[src/design/gvfe_pkg.sv]
// Shared types, constants and the control store of the group value frame encoder.
// No dependencies; every other file of the block imports this package.
package gvfe_pkg;

    // Request beat
    typedef struct packed {
        logic [15:0]        group_address;
        logic [7:0]         main_type;
        logic [7:0]         sub_type;
        logic               value_valid;
        logic signed [31:0] value_number;
    } in_item_t;

    // Result beat
    typedef struct packed {
        logic [15:0] dest_address;
        logic [2:0]  frame_length;
        logic [7:0]  apdu_byte0;
        logic [7:0]  apdu_byte1;
        logic [7:0]  apdu_byte2;
        logic [7:0]  apdu_byte3;
        logic        type_unsupported;
        logic        range_error;
    } out_item_t;

    // Configuration register indexes
    localparam int CFG_INDEX_W = 1;
    localparam logic [CFG_INDEX_W-1:0] REG_WRITE_CODE = 1'd0;
    localparam logic [CFG_INDEX_W-1:0] REG_READ_CODE  = 1'd1;
    localparam int CODE_W = 4;
    localparam logic [CODE_W-1:0] WRITE_CODE_RST = 4'd2;
    localparam logic [CODE_W-1:0] READ_CODE_RST  = 4'd0;

    // Datapoint type numbers
    localparam logic [7:0] DPT_SWITCH = 8'd1;
    localparam logic [7:0] DPT_BYTE   = 8'd5;
    localparam logic [7:0] DPT_FLOAT  = 8'd9;
    localparam logic [7:0] SUB_PERCENT = 8'd1;
    localparam logic [7:0] SUB_ANGLE   = 8'd3;

    // Frame lengths
    localparam logic [2:0] LEN_HEADER = 3'd2;
    localparam logic [2:0] LEN_BYTE   = 3'd3;
    localparam logic [2:0] LEN_FLOAT  = 3'd4;

    // Scaling divider: magnitude of value * 255 is 40 bits, two quotient bits a step
    localparam int PROD_W    = 40;
    localparam int DIVR_W    = 9;
    localparam int REM_W     = DIVR_W + 1;
    localparam int DIV_BITS  = 2;
    localparam int DIV_STEPS = PROD_W / DIV_BITS;
    localparam int DCNT_W    = $clog2(DIV_STEPS);
    localparam logic [DIVR_W-1:0] DIVISOR_PERCENT = 9'd100;
    localparam logic [DIVR_W-1:0] DIVISOR_ANGLE   = 9'd360;

    // Float packing
    localparam int EXP_W = 5;
    localparam logic [EXP_W-1:0] EXP_LAST = 5'd15;
    localparam logic [EXP_W-1:0] EXP_OVER = 5'd16;
    localparam logic [11:0] MANT_MAX = 12'h7FF;
    localparam logic [11:0] MANT_MIN = 12'h800;

    // Datapath operations
    localparam int OP_W = 3;
    localparam logic [OP_W-1:0] OP_NOP  = 3'd0;
    localparam logic [OP_W-1:0] OP_PREP = 3'd1;
    localparam logic [OP_W-1:0] OP_DIV  = 3'd2;
    localparam logic [OP_W-1:0] OP_NORM = 3'd3;
    localparam logic [OP_W-1:0] OP_EMIT = 3'd4;

    // Jump conditions
    localparam int COND_W = 3;
    localparam logic [COND_W-1:0] C_NEVER     = 3'd0;
    localparam logic [COND_W-1:0] C_NEED_DIV  = 3'd1;
    localparam logic [COND_W-1:0] C_NEED_NORM = 3'd2;
    localparam logic [COND_W-1:0] C_DIV_MORE  = 3'd3;
    localparam logic [COND_W-1:0] C_NORM_MORE = 3'd4;

    localparam int PC_W = 3;

    typedef struct packed {
        logic [OP_W-1:0]   op;
        logic [COND_W-1:0] cond;
        logic [PC_W-1:0]   target;
        logic              last;
    } ctrl_word_t;

    // Datapath flags seen by the sequencer
    typedef struct packed {
        logic need_div;
        logic need_norm;
        logic div_more;
        logic norm_more;
    } status_t;

    // Control store
    function automatic ctrl_word_t ucode_word(input logic [PC_W-1:0] pc);
        ctrl_word_t w;
        case (pc)
            3'd0:    w = '{op: OP_PREP, cond: C_NEED_DIV,  target: 3'd3, last: 1'b0};
            3'd1:    w = '{op: OP_NOP,  cond: C_NEED_NORM, target: 3'd5, last: 1'b0};
            3'd2:    w = '{op: OP_EMIT, cond: C_NEVER,     target: 3'd0, last: 1'b1};
            3'd3:    w = '{op: OP_DIV,  cond: C_DIV_MORE,  target: 3'd3, last: 1'b0};
            3'd4:    w = '{op: OP_EMIT, cond: C_NEVER,     target: 3'd0, last: 1'b1};
            3'd5:    w = '{op: OP_NORM, cond: C_NORM_MORE, target: 3'd5, last: 1'b0};
            3'd6:    w = '{op: OP_EMIT, cond: C_NEVER,     target: 3'd0, last: 1'b1};
            default: w = '{op: OP_EMIT, cond: C_NEVER,     target: 3'd0, last: 1'b1};
        endcase
        return w;
    endfunction

endpackage

[src/design/gvfe_sequencer.sv]
// Step counter of the frame encoder: fetches control words and resolves jumps.
// Depends on gvfe_pkg for the control store and the status struct.
module gvfe_sequencer
    import gvfe_pkg::*;
(
    input  logic            clk,
    input  logic            rst_n,
    input  logic            launch,
    input  status_t         status,
    output logic            busy,
    output logic [OP_W-1:0] op
);

    logic            busy_reg, busy_next;
    logic [PC_W-1:0] pc_reg, pc_next;
    ctrl_word_t      word;
    logic            taken;

    assign word = ucode_word(pc_reg);

    // Evaluate the jump condition of the current word
    always_comb
    begin
        case (word.cond)
            C_NEVER:     taken = 1'b0;
            C_NEED_DIV:  taken = status.need_div;
            C_NEED_NORM: taken = status.need_norm;
            C_DIV_MORE:  taken = status.div_more;
            C_NORM_MORE: taken = status.norm_more;
            default:     taken = 1'b0;
        endcase
    end

    // Advance the step counter, stop after the last word
    always_comb
    begin
        busy_next = busy_reg;
        pc_next   = pc_reg;
        if (busy_reg)
        begin
            if (word.last)
            begin
                busy_next = 1'b0;
                pc_next   = '0;
            end
            else if (taken)
            begin
                pc_next = word.target;
            end
            else
            begin
                pc_next = pc_reg + 1'b1;
            end
        end
        else if (launch)
        begin
            busy_next = 1'b1;
            pc_next   = '0;
        end
    end

    always_ff @(posedge clk or negedge rst_n)
    begin
        if (!rst_n)
        begin
            busy_reg <= 1'b0;
            pc_reg   <= '0;
        end
        else
        begin
            busy_reg <= busy_next;
            pc_reg   <= pc_next;
        end
    end

    assign busy = busy_reg;
    assign op   = busy_reg ? word.op : OP_NOP;

endmodule

[src/design/gvfe_datapath.sv]
// Datapath of the frame encoder: request hold, scaling divider, float normalizer
// and result register. Depends on gvfe_pkg; driven by gvfe_sequencer.
module gvfe_datapath
    import gvfe_pkg::*;
(
    input  logic              clk,
    input  logic              rst_n,
    input  logic              load,
    input  in_item_t          item,
    input  logic [OP_W-1:0]   op,
    input  logic [CODE_W-1:0] write_code,
    input  logic [CODE_W-1:0] read_code,
    output status_t           status,
    output out_item_t         result,
    output logic              result_valid
);

    in_item_t           item_reg;
    logic signed [31:0] mant_reg, mant_next;
    logic [EXP_W-1:0]   exp_reg, exp_next;
    logic [DIVR_W-1:0]  rem_reg, rem_next;
    logic [PROD_W-1:0]  qd_reg, qd_next;
    logic [DCNT_W-1:0]  cnt_reg, cnt_next;
    out_item_t          result_reg, result_next;
    logic               result_valid_reg;

    logic               is_float;
    logic               is_scaled;
    logic [DIVR_W-1:0]  divisor;
    logic [31:0]        mag;
    logic [PROD_W-1:0]  product;
    logic signed [31:0] mant_shift;
    logic [REM_W-1:0]   div_rem;
    logic [PROD_W-1:0]  div_qd;

    function automatic logic out_of_range(input logic signed [31:0] x);
        return !((&x[31:11]) || !(|x[31:11]));
    endfunction

    // Classify the held request
    assign is_float  = item_reg.value_valid && (item_reg.main_type == DPT_FLOAT);
    assign is_scaled = item_reg.value_valid && (item_reg.main_type == DPT_BYTE) &&
                       ((item_reg.sub_type == SUB_PERCENT) || (item_reg.sub_type == SUB_ANGLE));
    assign divisor   = (item_reg.sub_type == SUB_PERCENT) ? DIVISOR_PERCENT : DIVISOR_ANGLE;

    // Magnitude times 255 as shift and subtract
    assign mag     = item_reg.value_number[31] ? 32'(-item_reg.value_number)
                                               : 32'(item_reg.value_number);
    assign product = {mag, 8'd0} - {8'd0, mag};

    assign mant_shift = {mant_reg[31], mant_reg[31:1]};

    assign status.need_div  = is_scaled;
    assign status.need_norm = is_float && out_of_range(item_reg.value_number);
    assign status.div_more  = (cnt_reg != DCNT_W'(DIV_STEPS - 1));
    assign status.norm_more = out_of_range(mant_shift) && (exp_reg != EXP_LAST);

    // Restoring divide, two quotient bits per step
    always_comb
    begin
        logic [REM_W-1:0]  r;
        logic [PROD_W-1:0] q;
        r = {1'b0, rem_reg};
        q = qd_reg;
        for (int k = 0; k < DIV_BITS; k++)
        begin
            r = {r[REM_W-2:0], q[PROD_W-1]};
            q = {q[PROD_W-2:0], 1'b0};
            if (r >= {1'b0, divisor})
            begin
                r    = r - {1'b0, divisor};
                q[0] = 1'b1;
            end
        end
        div_rem = r;
        div_qd  = q;
    end

    // Step the working registers as the control word says
    always_comb
    begin
        mant_next = mant_reg;
        exp_next  = exp_reg;
        rem_next  = rem_reg;
        qd_next   = qd_reg;
        cnt_next  = cnt_reg;
        case (op)
            OP_PREP:
            begin
                mant_next = item_reg.value_number;
                exp_next  = '0;
                rem_next  = '0;
                qd_next   = product;
                cnt_next  = '0;
            end
            OP_DIV:
            begin
                rem_next = div_rem[DIVR_W-1:0];
                qd_next  = div_qd;
                cnt_next = cnt_reg + 1'b1;
            end
            OP_NORM:
            begin
                mant_next = mant_shift;
                exp_next  = exp_reg + 1'b1;
            end
            default:
            begin
            end
        endcase
    end

    // Assemble the frame
    always_comb
    begin
        logic [CODE_W-1:0] code;
        logic [7:0]        qbyte;
        logic              sat;
        logic [11:0]       m12;
        logic [3:0]        e4;
        code  = item_reg.value_valid ? write_code : read_code;
        qbyte = item_reg.value_number[31] ? 8'(-qd_reg[7:0]) : qd_reg[7:0];
        sat   = (exp_reg == EXP_OVER);
        m12   = sat ? (item_reg.value_number[31] ? MANT_MIN : MANT_MAX) : mant_reg[11:0];
        e4    = sat ? EXP_LAST[3:0] : exp_reg[3:0];

        result_next                  = '0;
        result_next.dest_address     = item_reg.group_address;
        result_next.frame_length     = LEN_HEADER;
        result_next.apdu_byte0       = {6'd0, code[3:2]};
        result_next.apdu_byte1       = {code[1:0], 6'd0};
        if (item_reg.value_valid)
        begin
            case (item_reg.main_type)
                DPT_SWITCH:
                begin
                    result_next.apdu_byte1[0] = (item_reg.value_number == 32'sd1);
                end
                DPT_BYTE:
                begin
                    result_next.frame_length = LEN_BYTE;
                    result_next.apdu_byte2   = is_scaled ? qbyte : item_reg.value_number[7:0];
                end
                DPT_FLOAT:
                begin
                    result_next.frame_length = LEN_FLOAT;
                    result_next.apdu_byte2   = {m12[11], e4, m12[10:8]};
                    result_next.apdu_byte3   = m12[7:0];
                    result_next.range_error  = sat;
                end
                default:
                begin
                    result_next.type_unsupported = 1'b1;
                end
            endcase
        end
    end

    // Hold payload registers
    always_ff @(posedge clk)
    begin
        if (load)
        begin
            item_reg <= item;
        end
        mant_reg <= mant_next;
        exp_reg  <= exp_next;
        rem_reg  <= rem_next;
        qd_reg   <= qd_next;
        cnt_reg  <= cnt_next;
        if (op == OP_EMIT)
        begin
            result_reg <= result_next;
        end
    end

    // Strobe one cycle per emitted frame
    always_ff @(posedge clk or negedge rst_n)
    begin
        if (!rst_n)
        begin
            result_valid_reg <= 1'b0;
        end
        else
        begin
            result_valid_reg <= (op == OP_EMIT);
        end
    end

    assign result       = result_reg;
    assign result_valid = result_valid_reg;

endmodule

[src/design/group_value_frame_encoder_core.sv]
// Top level of the group value frame encoder: configuration registers,
// sequencer and datapath. Depends on gvfe_pkg, gvfe_sequencer, gvfe_datapath.
//
// Usage:
//   Request channel: drive item and pulse start while busy is low; the beat is
//   taken at that edge and busy rises for the duration of the work.
//   Result channel: result_valid strobes for exactly one cycle with the frame
//   on result. The receiver cannot stall; sample it in that cycle.
//   Configuration: cfg_valid/cfg_ready with cfg_index (0 write code, 1 read
//   code) and cfg_data; cfg_ready is always high. Write only while idle.
// Work sequence, from the accepting edge to the result strobe:
//   read requests, switch, raw byte and unknown types: prepare, check, then emit;
//   percent/angle scaling: prepare, then the divider that retires two
//   quotient bits of the 40-bit product per step (20 steps), then emit;
//   two-byte float: prepare, check, then n normalizer steps if needed (n at most
//   16, one arithmetic shift per step), then emit.
//   The next request can be taken the cycle after busy falls, while the result of
//   the previous one is still on its strobe.
// Reset: codes return to write 2 and read 0, the sequencer goes idle and no
//   strobe is raised.
module group_value_frame_encoder_core
    import gvfe_pkg::*;
(
    input  logic                   clk,
    input  logic                   rst_n,
    input  logic                   start,
    output logic                   busy,
    input  in_item_t               item,
    input  logic                   cfg_valid,
    output logic                   cfg_ready,
    input  logic [CFG_INDEX_W-1:0] cfg_index,
    input  logic [CODE_W-1:0]      cfg_data,
    output out_item_t              result,
    output logic                   result_valid
);

    logic [CODE_W-1:0] write_code_reg, write_code_next;
    logic [CODE_W-1:0] read_code_reg, read_code_next;
    logic              launch;
    logic [OP_W-1:0]   op;
    status_t           status;

    assign cfg_ready = 1'b1;
    assign launch    = start && !busy;

    // Decode register writes
    always_comb
    begin
        write_code_next = write_code_reg;
        read_code_next  = read_code_reg;
        if (cfg_valid && cfg_ready)
        begin
            case (cfg_index)
                REG_WRITE_CODE: write_code_next = cfg_data;
                REG_READ_CODE:  read_code_next  = cfg_data;
                default:
                begin
                end
            endcase
        end
    end

    always_ff @(posedge clk or negedge rst_n)
    begin
        if (!rst_n)
        begin
            write_code_reg <= WRITE_CODE_RST;
            read_code_reg  <= READ_CODE_RST;
        end
        else
        begin
            write_code_reg <= write_code_next;
            read_code_reg  <= read_code_next;
        end
    end

    gvfe_sequencer u_seq (
        .clk    (clk),
        .rst_n  (rst_n),
        .launch (launch),
        .status (status),
        .busy   (busy),
        .op     (op)
    );

    gvfe_datapath u_dp (
        .clk          (clk),
        .rst_n        (rst_n),
        .load         (launch),
        .item         (item),
        .op           (op),
        .write_code   (write_code_reg),
        .read_code    (read_code_reg),
        .status       (status),
        .result       (result),
        .result_valid (result_valid)
    );

    // A strobe only follows a busy cycle
    a_strobe_after_busy: assert property (@(posedge clk) disable iff (!rst_n)
        result_valid |-> $past(busy))
        else $error("result strobe without preceding work");

    // Every finished request gives a strobe
    a_busy_end_strobes: assert property (@(posedge clk) disable iff (!rst_n)
        $fell(busy) |-> result_valid)
        else $error("request finished without result");

    // Saturated floats carry the top exponent
    a_sat_exponent: assert property (@(posedge clk) disable iff (!rst_n)
        (result_valid && result.range_error) |-> (result.apdu_byte2[6:3] == 4'hF))
        else $error("range error without saturated exponent");

    // Unsupported types send the header only
    a_unsup_len: assert property (@(posedge clk) disable iff (!rst_n)
        (result_valid && result.type_unsupported) |-> (result.frame_length == LEN_HEADER))
        else $error("unsupported type with payload bytes");

endmodule

[config.mk]
export PLATFORM = sky130hd
export DESIGN_NAME = group_value_frame_encoder_core
export DESIGN_NICKNAME = d
export VERILOG_FILES = /design/src/design/gvfe_pkg.sv /design/src/design/gvfe_sequencer.sv /design/src/design/gvfe_datapath.sv /design/src/design/group_value_frame_encoder_core.sv
export SDC_FILE = /design/constraint.sdc
export NUM_CORES = 1
export LEC_CHECK = 0
export ABC_AREA = 1
export BUFFER_PORTS_ARGS = -buffer_cell sky130_fd_sc_hd__buf_2
export CORE_ASPECT_RATIO = 0.5
export CORE_MARGIN = 1.5
export CORE_UTILIZATION = 54
export DETAILED_ROUTE_END_ITERATION = 8
export GPL_TIMING_DRIVEN = 0
export PLACE_DENSITY_LB_ADDON = 0.15
export SYNTH_ARGS = -nofsm -noshare
export SYNTH_HDL_FRONTEND = slang
export SYNTH_SLANG_ARGS = --single-unit
[constraint.sdc]
create_clock -name clk -period 5.1 [get_ports clk]
set_clock_uncertainty 0.2 [all_clocks]
set_input_delay 0.255 -clock clk [delete_from_list [all_inputs] [get_ports clk]]
set_output_delay 0.255 -clock clk [all_outputs]
set_load 0.02 [all_outputs]
==> results of run 1 <==
cell usage in the layout, fill, tap and decap left out, drive strengths merged, types with 34 or more instances in the layout:
cell type	synthesis	final
nand2	386	386
ha	41	41
dlygate4sd3	0	77
nand3	94	94
inv	194	194
edfxtp	198	198
nor2	154	154
buf	18	139
xor2	34	34
clkbuf	20	43
o21ai	107	107
a21oi	68	68
routing by layer:
layer | up-vias | GRT usage (%) | wire (um)
li1 | 5308 | - | -
met3 | 29 | 5.12 | 2960
met1 | 5145 | 44.7 | 16600
met2 | 426 | 45.9 | 15300
met5 | - | 0 | 0
met4 | 0 | 3.77 | 363
final cells by class:
cell class	instances	area, um^2
tap	307	384
inverter	195	732
clock buffer	22	528
timing repair buffer	199	1430
clock inverter	14	166
buffer	38	203
sequential	211	6270
fill	1880	7720
multi-input combinational	1020	5360
Yosys cell counts, drive strengths merged:
cell	number	area [um^2]
nand2	386	1520
edfxtp	198	5950
inv	194	728
nor2	154	672
o21ai	107	551
nand3	94	513
a21oi	68	359
ha	41	513
xor2	34	313
nand4	25	156
clkbuf	20	75.1
nor3	19	100
buf	18	126
or2	14	87.6
nor4	13	87.6
dfrtp	12	300
xnor2	12	105
a31oi	10	62.6
o21a	6	45.0
nand3b	4	30.0
o211ai	4	30.0
o311ai	3	26.3
and2	2	12.5
conb	2	7.51
o21bai	2	15.0
o22ai	2	12.5
o31ai	2	15.0
a211oi	1	7.51
a21boi	1	7.51
a311oi	1	8.76
clkinv	1	3.75
dfstp	1	26.3
fa	1	20.0
nor3b	1	7.51
o221a	1	11.3
what timing repair did:
action,4_1_cts,5_1_grt
resized for setup,0,1
endpoints found under the hold margin,89,0
endpoints found under the setup margin,0,3
hold buffers,77,0
per-stage QoR:
step / total power, mW / area [um^2]
after floorplan: 5.49 / 12500
after global placement: 6.40 / 13500
after detailed placement: 6.49 / 13600
after CTS: 8.15 / 15100
after global routing: 8.75 / 15100
final: 8.19 / 15100
power by group through the flow:
stage               clock (mW)  combinational [mW]  sequential (mW)
floorplan                    0                2.47             3.02
global placement             0                3.36             3.04
detailed placement           0                3.49             3.00
CTS                       1.61                3.57             2.97
global route              1.68                4.04             3.04
finish                    1.60                3.61             2.98
kinds of logic (layout without fill, tap and decap cells):
kind of cell / after synthesis / in the layout / synth area share, %
XOR/XNOR: 46 / 46 / 3.34
AND/OR/NAND/NOR: 712 / 712 / 25.5
AO/OA/AOI/OAI: 208 / 208 / 9.20
flip-flops: 211 / 211 / 50.2
other: 2 / 12 / 0.0601
buffers and inverters: 233 / 468 / 7.46
adder cells (fa/ha/maj): 42 / 42 / 4.26
final timing paths:
| path | slack, ns | to | cells after the start | start |
|---|---|---|---|---|
| setup / recovery | 0.33 | u_dp.qd_reg[39] | 19 | u_dp.item_reg[0] |
| hold / removal | 0.05 | write_code_reg[1] | 2 | rst_n |
| setup reg to reg | 0.33 | u_dp.qd_reg[39] | 19 | u_dp.item_reg[0] |
| hold reg to reg | 0.22 | u_dp.result[40] | 0 | u_dp.item_reg[52] |
| max in group asynchronous | 3.64 | read_code_reg[2] | 3 | rst_n |
| min in group clk | 0.22 | u_dp.result[40] | 0 | u_dp.item_reg[52] |
worst max-delay path, delay by kind of cell, from the launching register on:
kind	cells	cell delay, ns
fa+ha+maj	2	0.60
simple gates	8	1.13
xor+xnor	1	0.34
compound gates	4	1.10
flops	1	0.59
buf+inv	4	0.51
==> metrics.cfg, run 1 <==
[route]
wirelength_um=35200
ant_nets=0
first_pass_iters=5
wl_per_cell_um=17.6
route.detailed.drc=0
num_vias=10900
via_per_inst=5.44
drtIter0Drc=1048

[setup_path]
crit_type=reg -> reg
path_max_fanout=8
arrival_ns=4.79
slowest_delay_ns=0.59
required_ns=5.12
start_kind=register
cp-end-kind=register
crit_path_frequent_cell=nand2_1
cp_slowest_cell=edfxtp_1
path_cells=inv_2 -> ha_1 -> nand2_1 -> nor2_2 -> inv_1 -> o21ai_0 -> xor2_1 -> inv_1 -> ha_1 -> a21oi_1 -> inv_1 -> a31oi_1 -> nand2_1 -> a311oi_1 -> nand2_1 -> nand2_1 -> nand3_1 -> nand3_1 -> nand2_1

[die]
core_area_um2=22800
die_x_um=218
rows=39
io_pins=130
fp.dieArea_um2=24100
fp.dieH_um=111
start_util_pct=54.9

[clocking]
cts_setup_buffers=0
numClockSinks=211
clock_path_buffers=3
clock-root-buffer=clkbuf_16
clock_latency_ns=0.52
cts-htree-levels=1
cts_tree=done
cts_buffers=20
clk_pin_slew_ns=0.07

[status]
status=finished clean

[logic_synthesis]
netlist_area_um2=12500
yosysUniqueCellTypes=56
netlist_instances=1454
yosysWarningCount=0
yosysSeqAreaShare_pct=50.2
ys_ff_latch=211
avgSynthCellArea_um2=8.60

[pwr]
peakVddDrop_uv=353
power_density_nw_per_um2=544
p_int_mw=4.75
p_sw_mw=3.44
p_comb_share_pct=44.1
p_leak_nw=6.45
p_sw_share_pct=42.0
p_seq_share_pct=36.4
power.share.clock_pct=19.5

[final_layout]
layout-drive-gt1-share_pct=15.3
final_util_pct=66.1
num_antenna_cells=0
final_cell_count_no_fill=2006
area_growth_pct=20.5
largest_register_ffs=65
nets=1801

[timing]
clock.fmax_mhz=210
hold_viol_final=0
setup_tns_ns=0
maxSlewHeadroom_pct=33.3
rsz0062_at_grt=no
finalSetupViolCount=0
setup_ws_ns=0.334
slew_viol_final=0
worst-slew-pin-transition_ns=0.999
period_needed_ns=4.77
fin_crit_sh_pct=93.5
whs_ns=0.0533

[global_routing]
grt_pass1_vias=10200
overflow=0
grt_max_degree=39
grt_pass1_wl_um=55700
track_usage_pct=29.6
antenna_found_initial=1

[flow_run]
maxCapViolCount=0

[placement]
place_ws_ns=0.371
place.gp.congestion=0.932
numPlacedInstances=1893
dpl.hpwl_um=26500
io_buffers=117

[worst_hold_path]
hold_path_class=in -> async

Power figures use the tool's default switching activity.
==> run 2, diff against run 1 <==
--- a/config.mk
+++ b/config.mk
@@ -11,7 +11,10 @@
 export CORE_MARGIN = 1.5
 export CORE_UTILIZATION = 54
 export DETAILED_ROUTE_END_ITERATION = 8
+export GPL_ROUTABILITY_DRIVEN = 1
 export GPL_TIMING_DRIVEN = 0
+export HOLD_SLACK_MARGIN = 0.12
+export MAX_ROUTING_LAYER = met4
 export PLACE_DENSITY_LB_ADDON = 0.15
 export SYNTH_ARGS = -nofsm -noshare
 export SYNTH_HDL_FRONTEND = slang
==> metrics.cfg, run 2 (synthesis results as in run 1) <==
[timing]
hold_viol_final=0  ; unchanged
fin_crit_sh_pct=94.1  ; +0.62 points
slew_viol_final=0  ; unchanged
finalSetupViolCount=0  ; unchanged
maxSlewHeadroom_pct=32.3  ; -0.96 points
whs_ns=0.221  ; +0.167 ns
worst-slew-pin-transition_ns=1.01  ; +0.0144 ns
rsz0062_at_grt=no
clock.fmax_mhz=208  ; -0.66%
period_needed_ns=4.80  ; +0.0318 ns
setup_tns_ns=0  ; unchanged

[setup_path]
path_cells=buf_4 -> clkbuf_1 -> clkbuf_2 -> buf_1 -> nand2_1 -> xor2_1 -> inv_1 -> ha_1 -> a21oi_1 -> inv_1 -> a31oi_1 -> o21ai_0 -> a21oi_1 -> o21ai_2 -> nand2_1 -> nand3b_1 -> nand3_1 -> nand2_1
start_kind=register
slowest_delay_ns=0.46  ; -0.13 ns
arrival_ns=4.80  ; about the same
cp_slowest_cell=buf_1
crit_family=buffers and inverters
path_max_fanout=10  ; +2
cp-end-kind=register
cp.depth=18  ; -1
critPathBufInv=6  ; +2
required_ns=5.10  ; -0.02 ns
r2r_slack_ns=0.30  ; -0.03 ns
endpoint=u_dp.qd_reg[38]
r2r_cells=18  ; -1
crit_path_frequent_cell=nand2_1
regToRegStartpoint=u_dp.item_reg[31]
crit_start=u_dp.item_reg[31]
crit_type=reg -> reg
r2r-end=u_dp.qd_reg[38]

[pwr]
peakVddDrop_uv=356  ; +0.85%
p_leak_nw=6.46  ; +0.15%
power_density_nw_per_um2=543  ; -0.11%
total_power_mw=8.19  ; about the same

[route]
first_pass_iters=5  ; unchanged
wl_per_cell_um=18.3  ; +4.0%
via_per_inst=5.43  ; -0.15%
route.detailed.drc=0  ; unchanged
ant_nets=0  ; unchanged
drtIter0Drc=1202  ; +15%
wirelength_um=36600  ; +4.0%
num_vias=10900  ; -0.10%

[clocking]
clk_pin_slew_ns=0.07  ; about the same
numClockSinks=211  ; unchanged
cts_tree=done
clock_latency_ns=0.52  ; about the same
clock_path_buffers=3  ; unchanged
cts-htree-levels=1  ; unchanged
clock-root-buffer=clkbuf_16
cts_buffers=20  ; unchanged
cts_setup_buffers=0  ; unchanged

[final_layout]
mostFrequentLayoutCell=nand2_1
num_antenna_cells=0  ; unchanged
final_cell_mix=nand2_1 (359), edfxtp_1 (198), inv_1 (183)
largest_register_ffs=65  ; unchanged
fin_area_um2=15100  ; about the same
area_growth_pct=20.5  ; about the same
layout-drive-gt1-share_pct=15.1  ; -0.24 points
nets=1804  ; +0.17%
final_util_pct=66.1  ; about the same

[flow_run]
maxCapViolCount=0  ; unchanged

[placement]
dpl_cell_area_um2=13600  ; +0.18%
io_buffers=117  ; unchanged
dpl.hpwl_um=27200  ; +2.6%
place.gp.congestion=0.954  ; +2.3%

[die]
fp.dieH_um=111  ; unchanged
core_area_um2=22800  ; unchanged
fp.dieArea_um2=24100  ; unchanged
io_pins=130  ; unchanged
rows=39  ; unchanged
start_util_pct=54.9  ; unchanged
die_x_um=218  ; unchanged

[worst_hold_path]
hold_path_class=reg -> reg

[global_routing]
grt_pass1_wl_um=57400  ; +3.0%
grt_pass1_vias=10700  ; +4.7%
antenna_found_initial=0  ; -1
track_usage_pct=31.7  ; +2.0 points
grt_max_degree=39  ; unchanged
overflow=0  ; unchanged

[status]
status=finished clean

run 2: worst min path at each step:
stage	cells past startpoint	to	from
after global placement	1	u_dp.result_valid	rst_n
after global routing	0	u_dp.result[40]	u_dp.item_reg[52]
after detailed placement	1	u_dp.result_valid	rst_n
after CTS	0	u_dp.result[43]	u_dp.item_reg[55]
final	0	u_dp.result[40]	u_dp.item_reg[52]
after floorplan	0	read_code_reg[0]	rst_n
run 2: timing repair:
item | 4_1_cts | 5_1_grt
gates resized for setup | 0 | 3
endpoints found under the hold margin | 89 | 0
endpoints found under the setup margin | 0 | 8
hold buffers | 79 | 0
run 2: area by class of cell:
class	instances	area, um^2
flip-flops and latches	211	6270
inverters	195	732
plain buffers	38	203
fillers	1908	7710
clock inverters	13	148
repair buffers	202	1470
multi-input cells	1020	5360
clock buffers	21	504
well taps	307	384
run 2: layer usage:
layer	GRT usage (%)	vias up	share of wire, %
met5	-	-	0
met4	4.74	0	1.4
met3	6.50	45	9.0
met2	48.3	422	44
met1	44.6	5122	45
li1	-	5308	-
run 2: power breakdown:
| part | switching, mW | total, mW | internal (mW) | leakage, nW |
|---|---|---|---|---|
| Sequential | 0.304 | 2.98 | 2.68 | 2.01 |
| Clock | 0.671 | 1.54 | 0.871 | 0.325 |
| Combinational | 2.48 | 3.66 | 1.19 | 4.12 |
run 2: stage by stage:
step                instances  worst slack, ns
floorplan                1464            0.323
global placement         1888           -0.867
detailed placement       1894            0.296
CTS                      2007            0.273
global route             2007           0.0447
finish                   2007            0.302
==> run 3, diff against run 2 <==
--- a/config.mk
+++ b/config.mk
@@ -9,7 +9,8 @@
 export BUFFER_PORTS_ARGS = -buffer_cell sky130_fd_sc_hd__buf_2
 export CORE_ASPECT_RATIO = 0.5
 export CORE_MARGIN = 1.5
-export CORE_UTILIZATION = 54
+export CORE_UTILIZATION = 38
+export CTS_BUF_LIST = sky130_fd_sc_hd__clkbuf_16
 export DETAILED_ROUTE_END_ITERATION = 8
 export GPL_ROUTABILITY_DRIVEN = 1
 export GPL_TIMING_DRIVEN = 0
==> metrics.cfg, run 3 (synthesis results as in run 1) <==
[global_routing]
track_usage_pct=21.3  ; -10 points
busiest_layer=met2
grt_max_degree=41  ; +5.1%
grt_pass1_vias=10100  ; -5.3%
met3_usage_pct=3.59  ; -2.9 points
antenna_found_initial=0  ; unchanged
use_met1_pct=31.1  ; -14 points
grtUsageMet2_pct=31.5  ; -17 points
overflow=0  ; unchanged
grt_pass1_wl_um=55600  ; -3.2%

[die]
io_pins=130  ; unchanged
start_util_pct=39.1  ; -16 points
rows=46  ; +18%
fp.dieH_um=131  ; +19%
core_area_um2=32000  ; +40%
fp.dieArea_um2=34100  ; +41%
die_x_um=260  ; +19%

[route]
num_vias=10700  ; -1.9%
via_per_inst=5.00  ; -8.0%
route.detailed.drc=0  ; unchanged
first_pass_iters=6  ; +1
drtIter0Drc=912  ; -24%
ant_nets=0  ; unchanged
wl_per_cell_um=16.6  ; -8.8%
wirelength_um=35600  ; -2.8%

[flow_run]
maxCapViolCount=0  ; unchanged

[timing]
setup_ws_ns=0.291  ; -0.0106 ns
fin_crit_sh_pct=94.3  ; +0.21 points
hold_viol_final=0  ; unchanged
maxSlewHeadroom_pct=39.4  ; +7.1 points
slew_viol_final=0  ; unchanged
period_needed_ns=4.81  ; +0.0106 ns
clock.fmax_mhz=208  ; -0.22%
worst-slew-pin-transition_ns=0.906  ; -0.107 ns
finalSetupViolCount=0  ; unchanged
setup_tns_ns=0  ; unchanged
rsz0062_at_grt=no

[pwr]
power_density_nw_per_um2=544  ; +0.26%
p_leak_nw=6.54  ; +1.2%
peakVddDrop_uv=252  ; -29%
p_sw_mw=3.47  ; +0.61%
p_seq_share_pct=35.5  ; -0.9 points
p_int_mw=4.90  ; +3.6%
p_sw_share_pct=41.5  ; -0.71 points
p_comb_share_pct=43.6  ; -1.1 points
power.share.clock_pct=20.9  ; +2.1 points

[final_layout]
layout-drive-gt1-share_pct=15.3  ; +0.28 points
area_growth_pct=23.0
mostFrequentLayoutCell=nand2_1
nets=1808  ; +0.22%
final_cell_mix=nand2_1 (358), edfxtp_1 (198), inv_1 (188)
num_antenna_cells=0  ; unchanged
final_cell_count_no_fill=2140  ; +6.6%
largest_register_ffs=65  ; unchanged

[placement]
place_ws_ns=0.265  ; -0.0309 ns
numPlacedInstances=2020  ; +6.7%
io_buffers=117  ; unchanged
dpl.hpwl_um=27700  ; +1.9%
place.gp.congestion=0.941  ; -1.4%

[setup_path]
required_ns=5.13  ; +0.03 ns
path_cells=inv_2 -> ha_1 -> nand2_1 -> inv_1 -> nand2_1 -> nor2_1 -> inv_1 -> o21ai_0 -> xor2_1 -> inv_1 -> ha_1 -> nand2_1 -> nor2_1 -> inv_1 -> nor2_1 -> nand3_1 -> o21ai_1 -> nand2_1 -> nand2_1 -> nand2_1 -> nand3_1 -> nand2_1
path_max_fanout=8  ; -2
arrival_ns=4.84  ; +0.04 ns
start_kind=register
slowest_delay_ns=0.61  ; +0.15 ns
crit_path_frequent_cell=nand2_1
cp_slowest_cell=edfxtp_1
crit_type=reg -> reg
cp-end-kind=register

[status]
status=finished clean

[clocking]
cts_setup_buffers=0  ; unchanged
numClockSinks=211  ; unchanged
clock_latency_ns=0.54  ; +0.02 ns
clock_path_buffers=3  ; unchanged
cts-htree-levels=1  ; unchanged
clk_pin_slew_ns=0.07  ; about the same
clock-root-buffer=clkbuf_16
cts_tree=done
cts_buffers=22  ; +10%

[worst_hold_path]
hold_path_class=reg -> reg

## run 3: cell types whose count changed in the layout (fill, tap and decap cells not counted), sizes merged
cell / delta
bufinv: +2
clkbuf: +2
clkinv: -4
clkinvlp: +2
dlygate4sd3: +1
inv: +5
## run 3: per-stage QoR
| step | hold slack, ns | utilization [%] | instance area [um^2] | power, mW |
|---|---|---|---|---|
| 2_1_floorplan | -0.241 | - | 12500 | 5.49 |
| 3_3_place_gp | -0.0511 | 42.7 | 13700 | 6.47 |
| 3_5_place_dp | -0.0433 | 43.1 | 13800 | 6.56 |
| 4_1_cts | 0.198 | 48.0 | 15400 | 8.40 |
| 5_1_grt | 0.209 | 48.1 | 15400 | 8.96 |
| 6_report | 0.207 | 48.1 | 15400 | 8.38 |
## run 3: path summary, 6_finish.rpt
path	slack (ns)	end	cells past startpoint	start
max	0.29	u_dp.qd_reg[38]	22	u_dp.item_reg[0]
max in group asynchronous	3.19	u_seq.pc_reg[0]	4	rst_n
min reg2reg	0.21	u_dp.result[41]	0	u_dp.item_reg[53]
max reg2reg	0.29	u_dp.qd_reg[38]	22	u_dp.item_reg[0]
min	0.21	u_dp.result[41]	0	u_dp.item_reg[53]
min in group asynchronous	0.57	write_code_reg[1]	3	rst_n
## run 3: routing by layer
metal,routed length (um),up-vias
met5,0,-
met2,15400,280
met4,354,0
li1,-,5312
met1,17900,5076
met3,2030,23
## run 3: layout make-up
class	count	area (um^2)
plain buffers	38	204
clock buffers	22	551
clock inverters	18	223
fillers	3116	16600
inverters	195	732
multi-input cells	1020	5360
flip-flops and latches	211	6270
well taps	432	541
repair buffers	204	1500
## run 3: repair_timing
action                                  4_1_cts  5_1_grt
endpoints found under the setup margin        0        7
gates resized for setup                       0        4
hold endpoints to repair                    101        0
hold buffers                                 80        0
## run 3: power groups by stage
stage | clock, mW | combinational (mW) | sequential, mW
6_report | 1.75 | 3.65 | 2.97
5_1_grt | 1.85 | 4.08 | 3.03
4_1_cts | 1.79 | 3.64 | 2.97
3_5_place_dp | 0 | 3.56 | 3.00
3_3_place_gp | 0 | 3.42 | 3.05
2_1_floorplan | 0 | 2.47 | 3.02
## run 3: critical path: cells and delay by family, from the launching register on
kind,cells,cell delay [ns]
AOI/OAI and AO/OA,2,0.63
xor gates and xnor gates,1,0.32
adders and majority gates,2,0.63
buffers and inverters,5,0.63
DFF,1,0.61
and+or+nand+nor,12,1.49
